$ cat src/bpqm_pkg.sv
`default_nettype none

package bpqm_pkg;

    typedef enum logic [1:0]
    {
        MODE_ALLOC   = 2'd0,
        MODE_APPEND  = 2'd1,
        MODE_FETCH   = 2'd2,
        MODE_RELEASE = 2'd3
    } mode_t;

    typedef enum logic [1:0]
    {
        ST_INIT,
        ST_IDLE,
        ST_FINISH,
        ST_HOLD
    } state_t;

    typedef struct packed
    {
        mode_t      mode;
        logic [3:0] block;
    } cmd_t;

    typedef struct packed
    {
        logic       granted;
        logic [3:0] block_out;
    } res_t;

endpackage

`default_nettype wire

$ cat src/bpqm_link_ram.sv
`default_nettype none

module bpqm_link_ram
#(
    parameter int DEPTH  = 16,
    parameter int ADDR_W = 4,
    parameter int DATA_W = 5
)
(
    input  wire logic              clk,
    input  wire logic              we,
    input  wire logic [ADDR_W-1:0] waddr,
    input  wire logic [DATA_W-1:0] wdata,
    input  wire logic              re,
    input  wire logic [ADDR_W-1:0] raddr,
    output logic      [DATA_W-1:0] rdata
);

    logic [DATA_W-1:0] mem [DEPTH];

    always_ff @(posedge clk)
    begin
        if (we)
        begin
            mem[waddr] <= wdata;
        end
    end

    always_ff @(posedge clk)
    begin
        if (re)
        begin
            rdata <= mem[raddr];
        end
    end

endmodule

`default_nettype wire

$ cat src/bpqm_ctrl.sv
`default_nettype none

module bpqm_ctrl
#(
    parameter int NUM_BLOCKS = 16,
    parameter int IDX_W      = 4
)
(
    input  wire logic             clk,
    input  wire logic             rst_n,
    input  wire logic             cmd_valid,
    output logic                  cmd_ready,
    input  wire bpqm_pkg::cmd_t   cmd,
    output logic                  mem_we,
    output logic [IDX_W-1:0]      mem_waddr,
    output logic [IDX_W:0]        mem_wdata,
    output logic                  mem_re,
    output logic [IDX_W-1:0]      mem_raddr,
    input  wire logic [IDX_W:0]   mem_rdata,
    input  wire logic             slot_free,
    output logic                  push,
    output bpqm_pkg::res_t        push_data
);

    import bpqm_pkg::*;

    localparam int WIDE_W = IDX_W + 5;

    state_t            state_reg,    state_next;
    mode_t             op_reg,       op_next;
    logic [3:0]        blk_reg,      blk_next;
    logic [IDX_W-1:0]  init_cnt_reg, init_cnt_next;
    logic [IDX_W-1:0]  free_top_reg, free_top_next;
    logic              free_ne_reg,  free_ne_next;
    logic [IDX_W-1:0]  q_head_reg,   q_head_next;
    logic [IDX_W-1:0]  q_tail_reg,   q_tail_next;
    logic              q_ne_reg,     q_ne_next;
    res_t              pend_reg,     pend_next;

    logic              cmd_in_range;
    logic              blk_in_range;
    logic [IDX_W-1:0]  cmd_idx;
    logic [IDX_W-1:0]  blk_idx;
    logic              rd_valid;
    logic [IDX_W-1:0]  rd_idx;

    assign cmd_idx      = IDX_W'(cmd.block);
    assign blk_idx      = IDX_W'(blk_reg);
    assign cmd_in_range = WIDE_W'(cmd.block) < WIDE_W'(NUM_BLOCKS);
    assign blk_in_range = WIDE_W'(blk_reg) < WIDE_W'(NUM_BLOCKS);
    assign rd_valid     = mem_rdata[IDX_W];
    assign rd_idx       = mem_rdata[IDX_W-1:0];

    always_ff @(posedge clk or negedge rst_n)
    begin
        if (!rst_n)
        begin
            state_reg    <= ST_INIT;
            init_cnt_reg <= '0;
            free_top_reg <= IDX_W'(NUM_BLOCKS - 1);
            free_ne_reg  <= 1'b1;
            q_head_reg   <= '0;
            q_tail_reg   <= '0;
            q_ne_reg     <= 1'b0;
        end
        else
        begin
            state_reg    <= state_next;
            init_cnt_reg <= init_cnt_next;
            free_top_reg <= free_top_next;
            free_ne_reg  <= free_ne_next;
            q_head_reg   <= q_head_next;
            q_tail_reg   <= q_tail_next;
            q_ne_reg     <= q_ne_next;
        end
    end

    always_ff @(posedge clk)
    begin
        op_reg   <= op_next;
        blk_reg  <= blk_next;
        pend_reg <= pend_next;
    end

    always_comb
    begin
        res_t res;

        state_next    = state_reg;
        op_next       = op_reg;
        blk_next      = blk_reg;
        init_cnt_next = init_cnt_reg;
        free_top_next = free_top_reg;
        free_ne_next  = free_ne_reg;
        q_head_next   = q_head_reg;
        q_tail_next   = q_tail_reg;
        q_ne_next     = q_ne_reg;
        pend_next     = pend_reg;
        res           = '0;
        cmd_ready     = 1'b0;
        mem_we        = 1'b0;
        mem_waddr     = '0;
        mem_wdata     = '0;
        mem_re        = 1'b0;
        mem_raddr     = '0;
        push          = 1'b0;
        push_data     = '0;

        case (state_reg)
            ST_INIT:
            begin
                // Each block but block 0 starts linked to the one below it; block 0 ends the list.
                mem_we    = 1'b1;
                mem_waddr = init_cnt_reg;
                if (init_cnt_reg != '0)
                begin
                    mem_wdata = {1'b1, init_cnt_reg - 1'b1};
                end
                init_cnt_next = init_cnt_reg + 1'b1;
                if (init_cnt_reg == IDX_W'(NUM_BLOCKS - 1))
                begin
                    state_next = ST_IDLE;
                end
            end

            ST_IDLE:
            begin
                cmd_ready = 1'b1;
                if (cmd_valid)
                begin
                    op_next    = cmd.mode;
                    blk_next   = cmd.block;
                    state_next = ST_FINISH;
                    case (cmd.mode)
                        MODE_ALLOC:
                        begin
                            mem_re    = free_ne_reg;
                            mem_raddr = free_top_reg;
                        end
                        MODE_FETCH:
                        begin
                            mem_re    = q_ne_reg;
                            mem_raddr = q_head_reg;
                        end
                        MODE_APPEND:
                        begin
                            mem_we    = cmd_in_range;
                            mem_waddr = cmd_idx;
                        end
                        default:
                        begin
                        end
                    endcase
                end
            end

            ST_FINISH:
            begin
                case (op_reg)
                    MODE_ALLOC:
                    begin
                        if (free_ne_reg)
                        begin
                            mem_we        = 1'b1;
                            mem_waddr     = free_top_reg;
                            free_top_next = rd_valid ? rd_idx : '0;
                            free_ne_next  = rd_valid;
                            res           = '{granted: 1'b1, block_out: 4'(free_top_reg)};
                        end
                    end
                    MODE_FETCH:
                    begin
                        if (q_ne_reg)
                        begin
                            mem_we      = 1'b1;
                            mem_waddr   = q_head_reg;
                            q_head_next = rd_valid ? rd_idx : '0;
                            if (!rd_valid)
                            begin
                                q_tail_next = '0;
                                q_ne_next   = 1'b0;
                            end
                            res = '{granted: 1'b1, block_out: 4'(q_head_reg)};
                        end
                    end
                    MODE_APPEND:
                    begin
                        if (blk_in_range)
                        begin
                            if (!q_ne_reg)
                            begin
                                q_head_next = blk_idx;
                                q_ne_next   = 1'b1;
                            end
                            else
                            begin
                                mem_we    = 1'b1;
                                mem_waddr = q_tail_reg;
                                mem_wdata = {1'b1, blk_idx};
                            end
                            q_tail_next = blk_idx;
                            res.granted = 1'b1;
                        end
                    end
                    default:
                    begin
                        if (blk_in_range)
                        begin
                            mem_we        = 1'b1;
                            mem_waddr     = blk_idx;
                            mem_wdata     = {free_ne_reg,
                                             free_ne_reg ? free_top_reg : IDX_W'(0)};
                            free_top_next = blk_idx;
                            free_ne_next  = 1'b1;
                            res.granted   = 1'b1;
                        end
                    end
                endcase

                if (slot_free)
                begin
                    push       = 1'b1;
                    push_data  = res;
                    state_next = ST_IDLE;
                end
                else
                begin
                    pend_next  = res;
                    state_next = ST_HOLD;
                end
            end

            ST_HOLD:
            begin
                if (slot_free)
                begin
                    push       = 1'b1;
                    push_data  = pend_reg;
                    state_next = ST_IDLE;
                end
            end

            default:
            begin
                state_next = ST_IDLE;
            end
        endcase
    end

    a_no_rw_overlap: assert property (@(posedge clk) disable iff (!rst_n)
        !(mem_we && mem_re))
        else $error("link store read and written in the same cycle");

    a_free_empty_ptr: assert property (@(posedge clk) disable iff (!rst_n)
        !free_ne_reg |-> free_top_reg == '0)
        else $error("free list empty but top pointer not cleared");

    a_queue_empty_ptr: assert property (@(posedge clk) disable iff (!rst_n)
        !q_ne_reg |-> (q_head_reg == '0) && (q_tail_reg == '0))
        else $error("queue empty but head or tail pointer not cleared");

    a_accept_finish: assert property (@(posedge clk) disable iff (!rst_n)
        cmd_valid && cmd_ready |=> state_reg == ST_FINISH)
        else $error("accepted request not followed by its finishing cycle");

    a_push_state: assert property (@(posedge clk) disable iff (!rst_n)
        push |-> slot_free && (state_reg == ST_FINISH || state_reg == ST_HOLD))
        else $error("result pushed outside a finishing cycle or into a full slot");

endmodule

`default_nettype wire

$ cat src/block_pool_queue_manager.sv
// Channel   Payload              Handshake               Carries
// cmd       bpqm_pkg::cmd_t      cmd_valid / cmd_ready   operation and block index
// res       bpqm_pkg::res_t      res_valid / res_ready   grant flag and block index
//
// A request passes through ST_IDLE, where the link store is read (for an append,
// written; a release leaves it) as it is taken, then ST_FINISH, where the dependent
// pointer update and write-back follow, using the registered read data of the link store.
// After reset an initialisation pass writes every one of the NUM_BLOCKS entries of
// the link store, during which cmd_ready stays low.
// A result waits in the output register while the next request is taken; a
// second finished result is held until the first has been collected.
`default_nettype none

module block_pool_queue_manager
#(
    parameter int NUM_BLOCKS = 16
)
(
    input  wire logic           clk,
    input  wire logic           rst_n,
    input  wire logic           cmd_valid,
    output logic                cmd_ready,
    input  wire bpqm_pkg::cmd_t cmd,
    output logic                res_valid,
    input  wire logic           res_ready,
    output bpqm_pkg::res_t      res
);

    import bpqm_pkg::*;

    localparam int IDX_W = (NUM_BLOCKS > 1) ? $clog2(NUM_BLOCKS) : 1;

    logic              mem_we;
    logic [IDX_W-1:0]  mem_waddr;
    logic [IDX_W:0]    mem_wdata;
    logic              mem_re;
    logic [IDX_W-1:0]  mem_raddr;
    logic [IDX_W:0]    mem_rdata;
    logic              slot_free;
    logic              push;
    res_t              push_data;

    logic              res_valid_reg, res_valid_next;
    res_t              res_reg,       res_next;

    bpqm_ctrl
    #(
        .NUM_BLOCKS (NUM_BLOCKS),
        .IDX_W      (IDX_W)
    )
    u_ctrl
    (
        .clk       (clk),
        .rst_n     (rst_n),
        .cmd_valid (cmd_valid),
        .cmd_ready (cmd_ready),
        .cmd       (cmd),
        .mem_we    (mem_we),
        .mem_waddr (mem_waddr),
        .mem_wdata (mem_wdata),
        .mem_re    (mem_re),
        .mem_raddr (mem_raddr),
        .mem_rdata (mem_rdata),
        .slot_free (slot_free),
        .push      (push),
        .push_data (push_data)
    );

    bpqm_link_ram
    #(
        .DEPTH  (NUM_BLOCKS),
        .ADDR_W (IDX_W),
        .DATA_W (IDX_W + 1)
    )
    u_link_ram
    (
        .clk   (clk),
        .we    (mem_we),
        .waddr (mem_waddr),
        .wdata (mem_wdata),
        .re    (mem_re),
        .raddr (mem_raddr),
        .rdata (mem_rdata)
    );

    assign slot_free = !res_valid_reg || res_ready;

    always_comb
    begin
        res_valid_next = res_valid_reg;
        res_next       = res_reg;
        if (push)
        begin
            res_valid_next = 1'b1;
            res_next       = push_data;
        end
        else if (res_ready)
        begin
            res_valid_next = 1'b0;
        end
    end

    always_ff @(posedge clk or negedge rst_n)
    begin
        if (!rst_n)
        begin
            res_valid_reg <= 1'b0;
        end
        else
        begin
            res_valid_reg <= res_valid_next;
        end
    end

    always_ff @(posedge clk)
    begin
        res_reg <= res_next;
    end

    assign res_valid = res_valid_reg;
    assign res       = res_reg;

endmodule

`default_nettype wire

$ cat config.mk
export PLATFORM = sky130hd
export DESIGN_NAME = block_pool_queue_manager
export DESIGN_NICKNAME = d
export VERILOG_FILES = /design/src/bpqm_pkg.sv /design/src/bpqm_link_ram.sv /design/src/bpqm_ctrl.sv /design/src/block_pool_queue_manager.sv
export SDC_FILE = /design/constraint.sdc
export NUM_CORES = 1
export LEC_CHECK = 0
export BUFFER_PORTS_ARGS = -buffer_cell sky130_fd_sc_hd__buf_2
export CAP_MARGIN = 40
export CORE_ASPECT_RATIO = 0.9
export CORE_MARGIN = 2
export CORE_UTILIZATION = 45
export CTS_CLUSTER_SIZE = 10
export DETAILED_ROUTE_END_ITERATION = 10
export GPL_TIMING_DRIVEN = 0
export PLACE_DENSITY = 0.62
export SLEW_MARGIN = 20
export SYNTH_ARGS = -nofsm -noshare
export SYNTH_HDL_FRONTEND = slang
export SYNTH_SLANG_ARGS = --single-unit
$ cat constraint.sdc
create_clock -name clk -period 5.1 [get_ports clk]
set_input_delay 0.765 -clock clk [delete_from_list [all_inputs] [get_ports clk]]
set_output_delay 0.765 -clock clk [all_outputs]
set_load 0.1 [all_outputs]
# Word-level counts from Yosys, hierarchy flattened

Memory sizes are Yosys's and may differ from the RTL's. A register that Yosys moved wholly into a read port is not among the register bits.
Index checks and enable logic that the tools add are counted.

Bits in registers: 37
Bits in writable memories: 80
Output and inout port bits: 7
Word-level logic and storage cells: 109
Memories: 1

Add/sub/neg operators: 2
Eq/ne operators: 15
Mux-type cells: 56
Bitwise operators: 2
Reductions and logical operators: 19

Memory list:

| memory         | words | width | read ports | clocked after Yosys merged registers in | write ports | line                | source |
|---|---|---|---|---|---|---|---|
| u_link_ram.mem | 16    | 5     | 1          | 1                                       | 1           | bpqm_link_ram.sv:19 | `logic [DATA_W-1:0] mem [DEPTH];` |

Operators by type and width:

| kind                | number |
|---|---|
| $mux 4              | 13 |
| $pmux 4 s2          | 5 |
| $mux 5              | 6 |
| $pmux 5 s2          | 3 |
| $pmux 4 s3          | 2 |
| $mux 1              | 16 |
| $pmux 1 s2          | 5 |
| $eq 2x2->1 const B  | 4 |
| $mux 2              | 4 |
| $ne 2x2->1 const B  | 4 |
| $pmux 2 s4          | 1 |
| $reduce_and 2->1    | 4 |
| $reduce_and 4->1    | 2 |
| $eq 2x1->1 const B  | 3 |
| $logic_not 2->1     | 3 |
| $ne 2x1->1 const B  | 3 |
| $reduce_and 3->1    | 2 |
| $reduce_or 2->1     | 3 |
| $add 4x1->4 const B | 1 |
| $eq 4x4->1 const B  | 1 |
| $reduce_bool 2->1   | 2 |
| $reduce_bool 4->1   | 1 |
| $sub 4x1->4 const B | 1 |
| $pmux 1 s3          | 1 |
| other kinds (3)     | 4 |

# Depth between registers and ports, before layout

Depth in word-level cells: 6
Mapped depth: 10
Depth with buffers taken out: 7

# Hierarchy

Synthesis repeated with hierarchy kept, for this count alone.

Cell total of the unflattened synthesis: 394
Area total of the unflattened synthesis: 5597.9 um2

By module, submodules not included:

| module                   | instances | cells each | area each (um2) | seq. area each (um2) |
|---|---|---|---|---|
| bpqm_link_ram            | 1         | 155        | 3263.1          | 2552.4 |
| bpqm_ctrl                | 1         | 231        | 2137.0          | 837.1 |
| block_pool_queue_manager | 1         | 8          | 197.7           | 175.2 |

# Worst setup path after synthesis

No wires, ideal clock.

Kind: register -> register
Start: register u_ctrl.state_reg[1]
End: memory u_link_ram.mem[10][0] (enable)
Library setup time: 0.339 ns
Data arrival time: 2.653 ns
Data required time: 4.761 ns
Slack: 2.108 ns
Stages on the path, launching flop included: 8
Cell sequence: dfrtp_1 > inv_1 > ha_1 > and4b_1 > buf_6 > a222oi_1 > or3b_2 > nor2_1

Longest elaborated chain between the ends: 4
Elaborated cells between the ends (all ways): 7

RTL lines:

| what                                     | line                | source |
|---|---|---|
| start: declaration                       | bpqm_ctrl.sv:29     | `state_t state_reg, state_next;` |
| start signal: assignment                 | bpqm_ctrl.sv:68     | `state_reg <= state_next;` |
| $eq 2x2->1, or another cell as far along | bpqm_ctrl.sv:109    | `case (state_reg)` |
| $pmux 1 s3                               | bpqm_ctrl.sv:109    |  |
| $mux 1                                   | bpqm_link_ram.sv:23 | `if (we)` |
| $mux 1 (not written as such)             | bpqm_link_ram.sv:25 | `mem[waddr] <= wdata;` |
| end: declaration                         | bpqm_link_ram.sv:19 |  |

Parallel ways exist; a longest one is shown, timed or not.

# Worst setup path in the final report

Start: register u_ctrl.op_reg[0]
End: memory u_link_ram.mem[6][1] (enable)

Longest elaborated chain between the ends: 6
Elaborated cells between the ends (all ways): 10

RTL lines:

| what                                            | line                | source |
|---|---|---|
| start: declaration                              | bpqm_ctrl.sv:30     | `mode_t op_reg, op_next;` |
| start signal: assignment                        | bpqm_ctrl.sv:80     | `op_reg <= op_next;` |
| $eq 2x2->1 / $eq 2x1->1 (equally long branches) | bpqm_ctrl.sv:159    | `case (op_reg)` |
| $reduce_or 2->1 (no line)                       | --                  |  |
| $pmux 1 s2                                      | bpqm_ctrl.sv:159    |  |
| $pmux 1 s3                                      | bpqm_ctrl.sv:109    |  |
| $mux 1                                          | bpqm_link_ram.sv:23 |  |
| $mux 1 (not written as such)                    | bpqm_link_ram.sv:25 |  |

Parallel ways exist; a longest one is shown, timed or not.

==> results.py <==
metrics = {
    "synthesis": {
        "synth_seq_cells": 122,
        "synthMuxAreaShare": 0.0343,
        "synth_top_area_frac": 0.544,
        "ys_seq_area_frac": 0.639,
        "synth_async_sr_flop_share": 0.172,
        "synth.area.top_cells": "edfxtp_1, dfrtp_1, nor2_1",
        "synth-adder-area-share": 0.0247,
        "synth_compound_area_frac": 0.145,
        "syn-num-nets": 474,
        "synthCells": 453,
        "synth_top_family_by_area": "compound AO/OA/AOI/OAI gates",
        "syn_avg_cell_area_um2": 12.3,
        "synth_area_um2": 5580,
        "synth_edf_count": 101,
        "synth_top_area_cell": "edfxtp_1",
        "synth-warning-count": 0,
        "synth-simple-area-share": 0.116,
        "post_synth_xor_area_fraction": 0.00785,
        "synth_ff_type": "edfxtp_1",
        "ys_types": 50,
    },
    "critical_path": {
        "cp_top_family": "simple AND/OR/NAND/NOR gates",
        "r2r_end": "u_link_ram.mem[6][1]",
        "arrival_ns": 3.01,
        "critical_path_buf_inv_count": 1,
        "ff2ff_path_depth": 7,
        "r2r_setup_slack_ns": 2.15,
        "critPathMaxStageDelay_ns": 0.49,
        "cp.required_ns": 5.16,
        "critPathKind": "reg -> reg",
        "worstPathCellList": "ha_1, clkbuf_1, a31oi_1, nand3_1, a222oi_1, or3b_1, nor2_1",
        "start_kind": "register",
        "cpMaxStageDelayCell": "or3b_1",
        "crit_fanout": 10,
        "crit-reg2reg-launch": "u_ctrl.op_reg[0]",
        "end_kind": "register",
    },
    "power": {
        "leakage_nw": 2.33,
        "p_int_mw": 2.41,
        "p_sw_frac": 0.373,
        "p_comb_frac": 0.318,
        "ir_drop_uv": 258,
        "finalPower_mw": 3.84,
        "power_frac_clock": 0.284,
        "cellPowerDensity_nw_per_um2": 595,
        "power.switching_mw": 1.43,
        "seq_power_share": 0.398,
    },
    "clock_network": {
        "post_cts_resized": 0,
        "cts_buffer_depth": 2,
        "clock-root-buffer": "clkbuf_16",
        "post_cts.repair.setup_buffers": 0,
        "clk_pin_slew_worst_paths_ns": 0.05,
        "clk_latency_ns": 0.42,
        "cts_tree": "yes",
        "cts_sinks": 122,
        "cts-hold-fix-buffers": 0,
        "cts_inserted_buffers": 17,
        "htreeDepth": 4,
    },
    "sta": {
        "setup_viol": 0,
        "fmax_mhz": 339,
        "finClkSkew_ns": 0.0104,
        "setup-tns-final_ns": 0,
        "hold_viol_final": 0,
        "finalCritPeriodShare": 0.578,
        "finalCriticalPeriod_ns": 2.95,
        "slew_violations": 0,
        "slew_headroom": 0.461,
        "grt_setup_unrepaired": "no",
        "tightest_slew_ns": 0.808,
    },
    "global_route": {
        "grt_pass1_wl_um": 21100,
        "grt_usage": 0.221,
        "grt_pass1_vias": 3679,
        "grt_max_degree": 22,
        "grt-ovfl-total": 0,
        "antenna_found_initial": 0,
    },
    "floorplan": {
        "core_um2": 12100,
        "die_area_um2": 13300,
        "die_h_um": 110,
        "start_util": 0.462,
        "fp-row-count": 38,
        "die_x_um": 121,
        "io_pins": 17,
    },
    "cells_and_area": {
        "layout.nets": 512,
        "layout_common_cells": "edfxtp_1, nor2_1, nand2_1",
        "largest-register": "u_link_ram.mem",
        "layout-drive-gt1-share": 0.143,
        "largest_register_ff_count": 80,
        "diodes": 0,
        "final_common_cell": "edfxtp_1",
        "syn_to_final_growth_pct": 15.6,
    },
    "route": {
        "routed_wl_um": 13600,
        "drt_pre_antenna_iters": 5,
        "drc_errors": 0,
        "vias_per_cell": 5.93,
        "antenna_left": 0,
        "num_vias": 3938,
        "drt-wirelength-per-cell_um": 20.5,
        "first_iter_violations": 370,
    },
    "place": {
        "hpwl_um": 9830,
        "routabilityCongestion": 0.972,
        "io_buffers": 16,
    },
    "flow_run": {
        "cap_violations": 0,
    },
    "hold_path": {
        "hold_path.class": "in -> async",
    },
    "status": {
        "status": "finished, final reports clean",
    },
}
[power groups by stage]
stage                     Clock, mW  Combinational (mW)  Sequential, mW
final                          1.09                1.22            1.53
after global routing           1.14                1.33            1.54
after CTS                      1.10                1.21            1.52
after detailed placement          0                1.21            1.54
after global placement            0                1.15            1.54
after floorplan                   0               0.722            1.62
[stage by stage]
| step | utilization | setup slack (ns) | hold WS [ns] | area (µm²) | std cells |
|---|---|---|---|---|---|
| finish | 0.534 | 2.15 | 0.315 | 6450 | 664 |
| global route | 0.534 | 1.99 | 0.349 | 6450 | 664 |
| CTS | 0.534 | 2.14 | 0.330 | 6450 | 664 |
| detailed placement | 0.489 | 1.87 | 0.528 | 5910 | 632 |
| global placement | 0.485 | 1.54 | 0.515 | 5860 | 629 |
| floorplan | - | 2.11 | 0.469 | 5580 | 453 |
[layout make-up]
cell class	count	area (µm²)
Fill cell	1067	5630
Multi-Input combinational cell	287	1850
Sequential cell	122	3560
Buffer	28	123
Inverter	16	60.1
Clock buffer	20	437
Timing Repair Buffer	19	110
Clock inverter	12	103
Tap cell	160	200
[cell usage after synthesis, types with 12 or more instances]
cell / number
nand2_1: 31
dfrtp_1: 16
nand3_1: 29
edfxtp_1: 101
nor2_1: 40
o21ai_0: 25
a31oi_1: 12
o221ai_1: 12
clkbuf_1: 22
inv_1: 16
a21oi_1: 19
[worst max path at each step]
stage / start / slack, ns / to / cells past startpoint
floorplan: u_ctrl.state_reg[1] / 2.11 / u_link_ram.mem[10][0] / 7
global placement: u_ctrl.op_reg[0] / 1.54 / u_link_ram.mem[3][4] / 5
detailed placement: cmd[5] / 1.87 / u_link_ram.mem[6][3] / 7
CTS: u_ctrl.state_reg[1] / 2.14 / u_link_ram.mem[6][1] / 7
global route: u_ctrl.op_reg[1] / 1.99 / u_link_ram.mem[1][2] / 8
finish: u_ctrl.op_reg[0] / 2.15 / u_link_ram.mem[6][1] / 7
[per-layer routing]
metal  wire length, µm  vias to the layer above  share of wire  track usage
li1                  -                     1798              -            -
met1              6430                     1988           0.47        0.328
met2              6030                      138           0.44        0.319
met3               951                       14          0.070       0.0581
met4               173                        0          0.013       0.0681
met5                 0                        -              0            0
[cell families after synthesis]
kind of cell / Yosys count
muxes: 18
adders and majority gates: 11
and+or+nand+nor: 135
buffers and inverters: 44
AOI/OAI and AO/OA: 118
xor gates and xnor gates: 5
DFF: 122
(Power assumes the default switching activity.)
